`src/rtl/ufg_pkg.sv`:
```
// Package for the UV sphere face generator.
// Widths, face kinds and fixed-point constants; used by every rtl file.
package ufg_pkg;

	localparam int MAX_SLICES = 256;
	localparam int MAX_STACKS = 256;
	localparam int CFG_W      = 9;
	localparam int BAND_W     = 8;
	localparam int SLICE_W    = 9;
	localparam int VERT_W     = 16;
	localparam int TEX_W      = 17;
	localparam int RECIP_W    = 24;
	localparam int VSUM_W     = 18;

	localparam logic [CFG_W-1:0] SLICE_MIN   = 9'd3;
	localparam logic [CFG_W-1:0] STACK_MIN   = 9'd2;
	localparam logic [CFG_W-1:0] SLICE_MAX   = CFG_W'(MAX_SLICES);
	localparam logic [CFG_W-1:0] STACK_MAX   = CFG_W'(MAX_STACKS);
	localparam logic [CFG_W-1:0] SLICE_RESET = 9'd16;
	localparam logic [CFG_W-1:0] STACK_RESET = 9'd16;
	localparam logic [TEX_W-1:0] FIX_ONE     = 17'h10000;

	typedef enum logic {
		REG_SLICE_COUNT = 1'b0,
		REG_STACK_COUNT = 1'b1
	} cfg_reg_t;

	typedef enum logic [1:0] {
		FACE_NORTH = 2'd0,
		FACE_SOUTH = 2'd1,
		FACE_MID   = 2'd2
	} face_kind_t;

endpackage

```
`src/rtl/ufg_recip.sv`:
```
// Bit-serial reciprocal unit: recip = floor(2^24 / d), one quotient bit per cycle.
// Depends on ufg_pkg.
module ufg_recip (
	input  logic                         clk,
	input  logic                         arst_n,
	input  logic                         start,
	input  logic [ufg_pkg::CFG_W-1:0]    d,
	output logic [ufg_pkg::RECIP_W-1:0]  recip,
	output logic                         busy
);

	logic                         busy_q;
	logic [4:0]                   cnt_q;
	logic [ufg_pkg::CFG_W-1:0]    d_q;
	logic [ufg_pkg::CFG_W-1:0]    rem_q;
	logic [ufg_pkg::RECIP_W-1:0]  quo_q;
	logic [ufg_pkg::CFG_W:0]      trial;
	logic                         fits;

	assign trial = {rem_q, (cnt_q == 5'd0)};
	assign fits  = trial >= {1'b0, d_q};

	always_ff @(posedge clk or negedge arst_n) begin
		if (!arst_n) begin
			busy_q <= 1'b0;
			cnt_q  <= '0;
		end else if (start) begin
			busy_q <= 1'b1;
			cnt_q  <= '0;
		end else if (busy_q) begin
			cnt_q <= cnt_q + 5'd1;
			if (cnt_q == 5'(ufg_pkg::RECIP_W))
				busy_q <= 1'b0;
		end
	end

	always_ff @(posedge clk) begin
		if (start) begin
			d_q   <= d;
			rem_q <= '0;
		end else if (busy_q) begin
			rem_q <= fits ? ufg_pkg::CFG_W'(trial - {1'b0, d_q}) : trial[ufg_pkg::CFG_W-1:0];
			quo_q <= {quo_q[ufg_pkg::RECIP_W-2:0], fits};
		end
	end

	assign recip = quo_q;
	assign busy  = busy_q;

endmodule

```
`config.mk`:
```
export PLATFORM = sky130hd
export DESIGN_NAME = ufg_recip
export DESIGN_NICKNAME = d
export VERILOG_FILES = /design/src/rtl/ufg_pkg.sv /design/src/rtl/ufg_recip.sv
export SDC_FILE = /design/constraint.sdc
export NUM_CORES = 1
export LEC_CHECK = 0
export ABC_AREA = 1
export ABC_CLOCK_PERIOD_IN_PS = 4390
export BUFFER_PORTS_ARGS = -buffer_cell sky130_fd_sc_hd__buf_4
export CORE_MARGIN = 2
export CORE_UTILIZATION = 59
export CTS_CLUSTER_SIZE = 20
export DETAILED_ROUTE_END_ITERATION = 12
export HOLD_SLACK_MARGIN = 0.08
export PLACE_DENSITY = 0.92
export REMOVE_ABC_BUFFERS = 1
export SYNTH_ARGS = -nofsm -noshare
export SYNTH_HDL_FRONTEND = slang
export SYNTH_SLANG_ARGS = --single-unit
export TNS_END_PERCENT = 50
```
`constraint.sdc`:
```
create_clock -name clk -period 4.39 [get_ports clk]
set_input_delay 0.2195 -clock clk [delete_from_list [all_inputs] [get_ports clk]]
set_output_delay 0.2195 -clock clk [all_outputs]
set_load 0.01 [all_outputs]
```
==> flow_summary.ini <==
[run_status]
outcome = finished, final reports clean

[timing]
rsz0062_at_grt = no
tns_ns = 0
fin_hold_ws_ns = 0.248
setup_violations = 0
finClkSkew_ns = 0.00971
hold_violations = 0
final.min_clock_period_ns = 2.33
timing.fmax_ghz = 0.429
max_slew_margin = 0.456
timing.final.crit_share = 0.531
slew_viol_final = 0
worst_slew_pin_slew_ns = 0.812

[floorplan]
dieArea_um2 = 4250
die_w_um = 65.2
die_h_um = 65.2
pin_count = 37
core-area_um2 = 3630
start_util = 0.609
rows = 22

[clocking]
post-cts-setup-buffer-count = 0
tritoncts = done
clockBufferDepth = 2
cts_max_level = 2
root_buffer = clkbuf_8
ctsHoldBuffers = 6
clock-sinks = 48
cts_buffers = 5
clock_latency_ns = 0.31
cts_resized = 0
clkTransAtPathRegs_ns = 0.09

[synthesis]
ys_warn_count = 0
ys_ff_latch = 48
syn_inst = 216
synth_top_area_frac = 0.448
syn_avg_cell_area_um2 = 10.2
synth.largest_area_cell = edfxtp_1
ys_types = 29
synth.area.top_cells = edfxtp_1, nand2_1, dfxtp_1
synth_ff_type = edfxtp_1
ys_seq_area_frac = 0.597
yosys-top-cells-count = nand2_1, edfxtp_1, inv_1
async_flop_share = 0.125
synth_edf_count = 33
netlist_area_um2 = 2210
synth.most_common_cell = nand2_1

[placed_design]
routabilityCongestion = 0.858
io_buffers = 36
dp_hpwl_um = 2950

[critical_path]
reg2reg_depth = 15
arrival_ns = 2.59
reg2reg_to = rem_q[8]$_SDFFE_PP0P_
crit_type = reg -> reg
critPathRequiredTime_ns = 4.65
cp_num_buf_inv = 2
crit_slowest_cell = dfrtp_1
start_kind = flip-flop
crit_fanout = 10
cpPeakStageDelay_ns = 0.40
crit_chain = inv_1 -> ha_1 -> nand4_1 -> ha_1 -> inv_1 -> fa_1 -> nand2_1 -> nand2_1 -> nand3_2 -> nand2_2 -> nand2_4 -> nand2_4 -> nand2_1 -> nand3_1 -> nand2_1
critPathCaptureType = flip-flop
timing.rr.start = cnt_q[0]$_DFFE_PN0P_
path_delay_family = simple AND/OR/NAND/NOR gates
rrSetupSlack_ns = 2.06
cp_common_cell = nand2_1

[global_route]
grt_max_degree = 24
antenna_found_initial = 0
grt_usage = 0.221
overflow = 0
grt_pass1_wl_um = 7090
grt_pass1_vias = 1573

[drt]
ant_nets = 0
vias = 1643
drcViolationCount = 0
wl_per_cell_um = 13.5
dr.first_iter.drc_count = 91
routed_via_density = 5.18
firstDrtPassIters = 4
drt-total-wl_um = 4280

[min_path]
hp-class = in -> async

[power_and_ir_drop]
power_density_nw_per_um2 = 547
p_leak_nw = 1.30
total_power_w = 0.00151
irDropWorstVdd_uv = 375

[layout]
diodes = 0
final_nets = 292
drive_gt1_frac = 0.201
layout-area-overhead-vs-synth_pct = 24.8

[job]
maxCapViolCount = 0
==> kinds of logic (layout without fill, tap and decap cells) <==
family | count (synthesis) | after routing | share of synthesized area
AND/OR/NAND/NOR | 108 | 108 | 0.229
AO/OA/AOI/OAI | 11 | 11 | 0.0322
flip-flops | 48 | 48 | 0.597
XOR/XNOR | 3 | 3 | 0.0119
adder cells (fa/ha/maj) | 12 | 12 | 0.0713
buffers and inverters | 34 | 87 | 0.0583
==> routing by layer <==
metal,vias up,wire length [µm],track usage,part of all wire
met2,65,2160,0.360,0.50
met4,0,61,0.0807,0.014
met3,9,303,0.0497,0.071
li1,817,-,-,-
met1,752,1760,0.293,0.41
met5,-,0,0,0
==> report_power, final <==
part,total (W),switching (W),internal (W)
clock network,0.000324,0.000153,0.000171
registers,0.000606,0.0000468,0.000559
logic,0.000578,0.000341,0.000237
==> cells in the final DEF (no fill, tap or decap), drive strengths merged, types with 2 or more instances in the layout <==
master,n
ha,11
dfrtp,6
dlygate4sd3,10
xnor2,2
clkinv,2
dfxtp,9
nand2,66
nand3b,9
a21oi,6
inv,32
nand4,2
nor2,9
clkbuf,5
nand3,17
nor3,3
edfxtp,33
o21ai,2
buf,37
==> worst max-delay path by stage <==
stage	from	end	slack (ns)	depth (start not counted)
after global placement	cnt_q[0]$_DFFE_PN0P_	rem_q[8]$_SDFFE_PP0P_	2.26	15
after global routing	cnt_q[0]$_DFFE_PN0P_	rem_q[8]$_SDFFE_PP0P_	1.89	15
after floorplan	busy$_DFF_PN0_	recip[0]$_DFFE_PP_	2.09	2
after CTS	cnt_q[0]$_DFFE_PN0P_	rem_q[6]$_SDFFE_PP0P_	2.07	15
after detailed placement	cnt_q[0]$_DFFE_PN0P_	rem_q[6]$_SDFFE_PP0P_	2.09	15
final	cnt_q[0]$_DFFE_PN0P_	rem_q[8]$_SDFFE_PP0P_	2.06	15
==> flip-flops by register name, indices dropped and copies added, names as in the netlist <==
| register | flops |
|---|---|
| rem_q | 9 |
| cnt_q | 5 |
| recip | 24 |
| d_q | 9 |
| busy | 1 |
==> through the flow <==
step                worst slack, ns  cell area, µm²  std cells  utilization
CTS                            2.07            2720        313        0.749
floorplan                      2.09            2200        214            -
finish                         2.06            2760        317        0.760
global route                   1.89            2760        317        0.760
global placement               2.26            2540        299        0.700
detailed placement             2.09            2540        299        0.700
==> cell type report <==
class | instances | area (µm²)
Fill cell | 250 | 873
Inverter | 32 | 120
Sequential cell | 48 | 1320
Multi-Input combinational cell | 134 | 764
Timing Repair Buffer | 47 | 378
Clock buffer | 5 | 68.8
Clock inverter | 3 | 47.5
Tap cell | 48 | 60.1
(Power assumes the default switching activity.)
