==> src/rtl/ufg_pkg.sv <==
// Package for the UV sphere face generator.
// Widths, face kinds and fixed-point constants; used by every rtl file.
package ufg_pkg;

	localparam int MAX_SLICES = 256;
	localparam int MAX_STACKS = 256;
	localparam int CFG_W      = 9;
	localparam int BAND_W     = 8;
	localparam int SLICE_W    = 9;
	localparam int VERT_W     = 16;
	localparam int TEX_W      = 17;
	localparam int RECIP_W    = 24;
	localparam int VSUM_W     = 18;

	localparam logic [CFG_W-1:0] SLICE_MIN   = 9'd3;
	localparam logic [CFG_W-1:0] STACK_MIN   = 9'd2;
	localparam logic [CFG_W-1:0] SLICE_MAX   = CFG_W'(MAX_SLICES);
	localparam logic [CFG_W-1:0] STACK_MAX   = CFG_W'(MAX_STACKS);
	localparam logic [CFG_W-1:0] SLICE_RESET = 9'd16;
	localparam logic [CFG_W-1:0] STACK_RESET = 9'd16;
	localparam logic [TEX_W-1:0] FIX_ONE     = 17'h10000;

	typedef enum logic {
		REG_SLICE_COUNT = 1'b0,
		REG_STACK_COUNT = 1'b1
	} cfg_reg_t;

	typedef enum logic [1:0] {
		FACE_NORTH = 2'd0,
		FACE_SOUTH = 2'd1,
		FACE_MID   = 2'd2
	} face_kind_t;

endpackage

==> src/rtl/ufg_qdiv.sv <==
// Pipelined divider lane: (num << 16) / den via reciprocal multiply and one correction.
// Depends on ufg_pkg; num/den pass through the s2 and s3 registers while en is high, and quo is formed from s3.
module ufg_qdiv (
	input  logic                         clk,
	input  logic                         en,
	input  logic [ufg_pkg::SLICE_W-1:0]  num,
	input  logic [ufg_pkg::CFG_W-1:0]    den,
	input  logic [ufg_pkg::RECIP_W-1:0]  recip,
	output logic [ufg_pkg::TEX_W-1:0]    quo
);

	logic [32:0]                  prod;
	logic [ufg_pkg::TEX_W-1:0]    qe_s2, qe_s3;
	logic [ufg_pkg::SLICE_W-1:0]  num_s2;
	logic [ufg_pkg::CFG_W-1:0]    den_s2, den_s3;
	logic [25:0]                  chk_s3;
	logic [24:0]                  x_s3;
	logic [24:0]                  rem;

	assign prod = 33'(num) * 33'(recip);

	always_ff @(posedge clk) begin
		if (en) begin
			qe_s2  <= prod[24:8];
			num_s2 <= num;
			den_s2 <= den;
			qe_s3  <= qe_s2;
			den_s3 <= den_s2;
			chk_s3 <= 26'(qe_s2) * 26'(den_s2);
			x_s3   <= {num_s2, 16'b0};
		end
	end

	assign rem = x_s3 - chk_s3[24:0];
	assign quo = qe_s3 + ufg_pkg::TEX_W'(rem >= {16'b0, den_s3});

endmodule

==> config.mk <==
export PLATFORM = sky130hd
export DESIGN_NAME = ufg_qdiv
export DESIGN_NICKNAME = d
export VERILOG_FILES = /design/src/rtl/ufg_pkg.sv /design/src/rtl/ufg_qdiv.sv
export SDC_FILE = /design/constraint.sdc
export NUM_CORES = 1
export LEC_CHECK = 0
export BUFFER_PORTS_ARGS = -buffer_cell sky130_fd_sc_hd__buf_2
export CORE_UTILIZATION = 55
export CTS_BUF_LIST = sky130_fd_sc_hd__clkbuf_8
export DETAILED_ROUTE_END_ITERATION = 16
export PLACE_DENSITY = 0.77
export SETUP_SLACK_MARGIN = 0.15
export SYNTH_ARGS = -nofsm -noshare
export SYNTH_HDL_FRONTEND = slang
export SYNTH_SLANG_ARGS = --single-unit
==> constraint.sdc <==
create_clock -name clk -period 9.9 [get_ports clk]
set_clock_uncertainty 0.05 [all_clocks]
set_input_delay 1.98 -clock clk [delete_from_list [all_inputs] [get_ports clk]]
set_output_delay 1.98 -clock clk [all_outputs]
set_load 0.005 [all_outputs]
==> flow_metrics.tcl, run 1 <==
set metrics [dict create \
    hold_viol_final 0 \
    tightest_slew_ns 0.831 \
    fmaxAchievable_mhz 148 \
    synth-main-ff-cell "edfxtp_1" \
    die_w_um 160 \
    clk_path_buf_depth 2 \
    path_buf_inv 4 \
    wl_um 28200 \
    num-fill-cells 2053 \
    cts_setup_buffers 0 \
    fin_crit_ns 6.78 \
    period_share_pct 68.5 \
    grt-ovfl-total 0 \
    dieArea_sq_mm 0.0256 \
    holdPathEnd "x_s3[24]" \
    slew_violations 0 \
    arrival_ns 6.87 \
    ios 61 \
    pre_cts_ws_ns 2.73 \
    crit_type "in2reg" \
    cts_buffers 9 \
    clk_latency_ns 0.40 \
    track_usage_pct 23.9 \
    synth-edff-count 95 \
    slew-limit-headroom_pct 44.6 \
    port_buffers 60 \
    ant_nets 0 \
    netlist_instances 1415 \
    setup_tns_ns 0 \
    drv_cap 0 \
    multi_input_area_sq_mm 0.00964 \
    synth_area_sq_mm 0.0138 \
    ys_ff_latch 95 \
    grt_pass1_wl_um 48700 \
    rrSetupSlack_ns 4.21 \
    syn_nets 1786 \
    status "finished, final reports clean" \
    r2r_end "chk_s3[24]" \
    drt_iter0_drc 459 \
    drive_above_1_share_pct 5.81 \
    rows 57 \
    holdPathStages 0 \
    nets 1828 \
    required_ns 9.99 \
    setup_viol 0 \
    clk_pin_slew_ns 0.11 \
    synth-async-reset-ratio_pct 0 \
    hp-class "reg2reg" \
    syn_area_per_cell_sq_um 9.72 \
    grt_max_degree 55 \
    cp_top_family "adder cells" \
    clock_sinks 95 \
    rsz0062_at_grt "false" \
    dr.pass1.iters 4 \
    vias 9571 \
    cp-end-kind "register" \
    reg2regPathDepth 17 \
    hp-start "num_s2[8]" \
    drc 0 \
    hold_slack_ns 0.379 \
    cts_tree "built" \
    hpwl_um 22300 \
    htree_levels 3 \
    viasPerCell 5.36 \
    startpoint_type "primary input" \
    ctsRootBufferMaster "clkbuf_8" \
    r2r-start "den_s2[0]" \
    routedWlPerCell_um 15.8 \
    ys_warn_count 0 \
    yosys.cell_types.count 49 \
    antenna_found_initial 0 \
    cp_slowest_stage_delay_ns 0.55 \
    seqCellArea_sq_mm 0.00285 \
    core_sq_mm 0.0244 \
    ys_seq_area_share_pct 20.7 \
    antenna_cells 0 \
    die_h_um 160 \
    fin_ws_ns 3.12 \
    slowest_stage "fa_1" \
    cp_num_cells 18 \
    cts_resized 0 \
    area_growth_pct 5.86 \
    grt_pass1_vias 10400 \
    cts_hold_buf 0 \
    cpMostUsedCell "fa_1" \
    gp_congestion 0.896 \
    crit_path_cell_trace "buf_2 -> nand2_1 -> fa_1 -> inv_1 -> fa_1 -> inv_1 -> fa_1 -> inv_1 -> fa_1 -> ha_1 -> a2111oi_0 -> o21ai_1 -> a31oi_2 -> a311oi_2 -> o211ai_2 -> o211ai_1 -> a31oi_1 -> xnor2_1" \
    critPathMaxFanout 24 \
    initial_core_util_pct 56.4 \
    fin_util_pct 59.7 \
]
==> cell usage in the layout, fill, tap and decap left out, types with 28 or more instances in the layout <==
cell type	count
buf_2	59
fa_1	234
xnor2_1	55
and2_1	186
nor2_1	39
edfxtp_1	95
nand2_1	175
ha_1	93
inv_1	307
a21oi_1	28
==> area by class of cell <==
class	instances	area share (%)
clock inverters	7	0.541
flip-flops and latches	95	19.6
clock buffers	9	0.851
multi-input cells	983	66.2
well taps	324	2.78
inverters	307	7.92
repair buffers	61	2.13
==> synthesized netlist by cell type, types with 2 or more instances <==
master / count / area, sq um
clkbuf_1: 30 / 113
ha_1: 93 / 1160
xor2_1: 20 / 175
and3_1: 9 / 56.3
o21ai_1: 6 / 30.0
a2111oi_0: 2 / 17.5
a21boi_0: 2 / 15.0
edfxtp_1: 95 / 2850
o21ai_0: 15 / 75.1
a21oi_1: 28 / 140
nor2b_1: 8 / 50.1
nor2_1: 39 / 146
o211ai_1: 3 / 22.5
or3_1: 8 / 50.1
a21o_1: 6 / 45.0
o21a_1: 8 / 60.1
nand3_1: 18 / 90.1
nor3_1: 18 / 90.1
nand2b_1: 7 / 43.8
and2_1: 186 / 1160
fa_1: 234 / 4680
nand2_1: 175 / 657
o21bai_1: 4 / 30.0
inv_1: 307 / 1150
xnor2_1: 55 / 482
a31oi_1: 2 / 12.5
nand4_1: 8 / 50.1
nor4_1: 4 / 25.0
a211oi_1: 5 / 37.5
==> cell families (layout without fill, tap and decap cells) <==
kind of cell	count (synthesis)	in the layout	synth area share (%)
buf+inv	337	384	9.20
simple gates	486	486	18.0
xor+xnor	75	75	4.78
compound gates	95	95	4.72
fa+ha+maj	327	327	42.5
flops	95	95	20.7
==> routing by layer <==
layer	wire, um	vias up	GRT usage [%]
met5	0	-	0
met4	738	0	8.35
met3	1210	51	3.22
met2	14800	231	43.2
met1	11400	4872	29.2
li1	-	4417	-
==> registers in the layout, summed over array words and instances (netlist names) <==
| signal | flops |
|---|---|
| chk_s3 | 25 |
| den_s2 | 9 |
| den_s3 | 9 |
| num_s2 | 9 |
| qe_s2 | 17 |
| qe_s3 | 17 |
| x_s3 | 9 |
==> worst max path at each step <==
stage | from | endpoint | slack, ns
after floorplan | num[0] | qe_s2[15] | 3.30
after global placement | num[0] | qe_s2[16] | 2.84
after detailed placement | num[0] | qe_s2[16] | 2.73
after CTS | num[0] | qe_s2[16] | 3.12
after global routing | num[0] | qe_s2[16] | 2.71
final | num[0] | qe_s2[16] | 3.12
==> per-stage QoR <==
step                instances  area [sq um]
floorplan                1415         13800
detailed placement       1770         14400
global placement         1770         14400
finish                   1786         14600
CTS                      1786         14600
global route             1786         14600
Power of run 1 is left out: the tool's default activity adds up to more than one toggle a clock period on the data nets, which glitch-free logic cannot reach.
==> run 2, diff against run 1 <==
Settings changed: ABC_AREA set to 1.
Clock period 9.9 ns to 6.91 ns, I/O delays scaled along.
==> flow_metrics.tcl, run 2 <==
set metrics [dict create \
    status "finished, violations left" \
    violations "design-rule violations" \
    dieArea_sq_mm 0.0275 \
    use_met2_pct 45.9 \
    seqCellArea_sq_mm 0.00285 \
    port_buffers 60 \
    hp-class "reg2reg" \
    synthXorXnorAreaFrac_pct 4.92 \
    drt_iter0_drc 698 \
    holdPathStages 0 \
    tightest_slew_ns 1.14 \
    final_common_cell "inv_1" \
    largest_register "chk_s3" \
    grt_pass1_vias 11900 \
    setup_tns_ns 0 \
    hold_viol_final 0 \
    largest_reg_flops 25 \
    required_ns 5.48 \
    fin_crit_ns 6.36 \
    drive_above_1_share_pct 5.08 \
    pre_cts_ws_ns 0.789 \
    fin_util_pct 58.8 \
    core_sq_mm 0.0262 \
    reg2regPathDepth 17 \
    nets 2197 \
    slew-limit-headroom_pct 24.0 \
    cp-end-kind "output port" \
    hpwl_um 26800 \
    syn_nets 2196 \
    multi_input_area_sq_mm 0.00959 \
    clk_latency_ns 0.38 \
    synth_area_sq_mm 0.0148 \
    rows 59 \
    gp_congestion 0.930 \
    synth-compound-area-share_pct 3.75 \
    yosysTopAreaCell "fa_1" \
    layout_common_cells "inv_1, nand2_1, fa_1, edfxtp_1, ha_1" \
    met1_usage_pct 33.0 \
    grt-ovfl-total 0 \
    wl_um 33500 \
    grt_pass1_wl_um 56800 \
    track_usage_pct 26.0 \
    viasPerCell 5.19 \
    largestRegisters "chk_s3: 25 flops, qe_s2: 17 flops, qe_s3: 17 flops" \
    fin_ws_ns 0.554 \
    die_h_um 166 \
    drv_cap 0 \
    critPathMaxFanout 6 \
    num-fill-cells 2275 \
    synth-edff-count 95 \
    cts_tree "built" \
    synthAdderAreaFrac_pct 39.6 \
    dr.pass1.iters 11 \
    clock_sinks 95 \
    area_growth_pct 4.36 \
    die_w_um 166 \
    antenna_cells 0 \
    period_share_pct 92.0 \
    syn_area_per_cell_sq_um 8.09 \
    startpoint_type "register" \
    rrSetupSlack_ns 1.76 \
    ant_nets 0 \
    ctsRootBufferMaster "clkbuf_8" \
    slew_violations 0 \
    r2r-start "den_s2[0]" \
    hp-start "num_s2[2]" \
    yosysMostFrequentCell "inv_1" \
    cts_buffers 9 \
    netlist_top_cells_count "inv_1, nand2_1, fa_1" \
    r2r_end "chk_s3[20]" \
    initial_core_util_pct 56.3 \
    clk_pin_slew_ns 0.10 \
    vias 11300 \
    fmaxAchievable_mhz 157 \
    drc 2 \
    routedWlPerCell_um 15.5 \
    crit_type "reg2out" \
    synth-main-ff-cell "edfxtp_1" \
    ios 61 \
    antenna_found_initial 0 \
    rsz0062_at_grt "false" \
    grt-busiest-layer "met2" \
    yosys.cell_types.count 41 \
    muxShareOfSynthArea_pct 0 \
    ys_seq_area_share_pct 19.3 \
    netlist.area_leader.share_pct 31.7 \
    synth-async-reset-ratio_pct 0 \
    ys_ff_latch 95 \
    arrival_ns 4.92 \
    ys_warn_count 0 \
    grt_max_degree 92 \
    htree_levels 3 \
    holdPathEnd "x_s3[18]" \
    synth_area_leaders "fa_1, edfxtp_1, inv_1" \
    synth_top_family_by_area "adder cells" \
    synth-simple-area-share_pct 16.6 \
    setup_viol 0 \
    clk_path_buf_depth 2 \
    netlist_instances 1825 \
    use_met3_pct 3.07 \
]
[run 2: kinds of logic after synthesis]
| family | after synthesis |
|---|---|
| compound gates | 97 |
| flops | 95 |
| buf+inv | 618 |
| xor+xnor | 83 |
| simple gates | 605 |
| fa+ha+maj | 327 |
[run 2: worst max-delay path, cell delays in order (launching register included)]
cell	delay [ns]
edfxtp_1	0.39
inv_1	0.16
ha_1	0.23
nand3_1	0.21
nor2_2	0.25
xor2_1	0.10
ha_1	0.31
nand2_1	0.08
nor2_1	0.18
nand3b_1	0.10
nand3_1	0.08
nor2_1	0.05
nand3_1	0.07
nor2_1	0.05
nand4_1	0.06
nor3_1	0.06
nand4_1	0.19
ha_1	0.23
ha_1	0.19
nand2_1	0.07
nor2_2	0.14
nand3_2	0.11
nor3_2	0.16
nand3_1	0.20
nor3_2	0.24
nand4_1	0.20
xnor2_2	0.27
buf_2	0.17
[run 2: metal layers]
metal  vias up  part of all wire, %  wire length, um
met5         -                    0                0
met4         0                  3.5             1160
met3        82                  6.4             2150
met2       399                   50            16900
met1      5490                   40            13300
li1       5280                    -                -
[run 2: layout make-up]
class                   count  share of cell area [%]
clock buffers               9                   0.804
clock inverters             7                   0.349
inverters                 547                    13.3
multi-input cells        1112                    62.3
flip-flops and latches     95                    18.5
well taps                 335                    2.72
repair buffers             61                    2.01
[run 2: per-stage QoR]
stage	instances	instance area, sq um	hold WS, ns
4_1_cts	2166	15400	0.367
2_1_floorplan	1825	14800	0.350
3_5_place_dp	2150	15200	0.355
3_3_place_gp	2150	15200	0.351
5_1_grt	2166	15400	0.371
6_report	2166	15400	0.370
[run 2: timing repair]
| item | CTS | global route |
|---|---|---|
| endpoints found under the setup margin | 0 | 2 |
| hold endpoints to repair | 0 | 0 |
| resized for setup | 0 | 3 |
| hold buffers | 0 | 0 |
| buffers inserted | 0 | 0 |
[run 2: worst max path at each step]
stage	from	end	slack (ns)	cells past startpoint
after floorplan	num[5]	qe_s2[11]	1.15	19
final	chk_s3[0]	quo[16]	0.55	27
after global placement	chk_s3[0]	quo[16]	0.95	27
after global routing	chk_s3[0]	quo[16]	0.07	27
after CTS	chk_s3[0]	quo[16]	0.38	27
after detailed placement	chk_s3[0]	quo[16]	0.79	27
Power of run 2 is left out for the same reason.
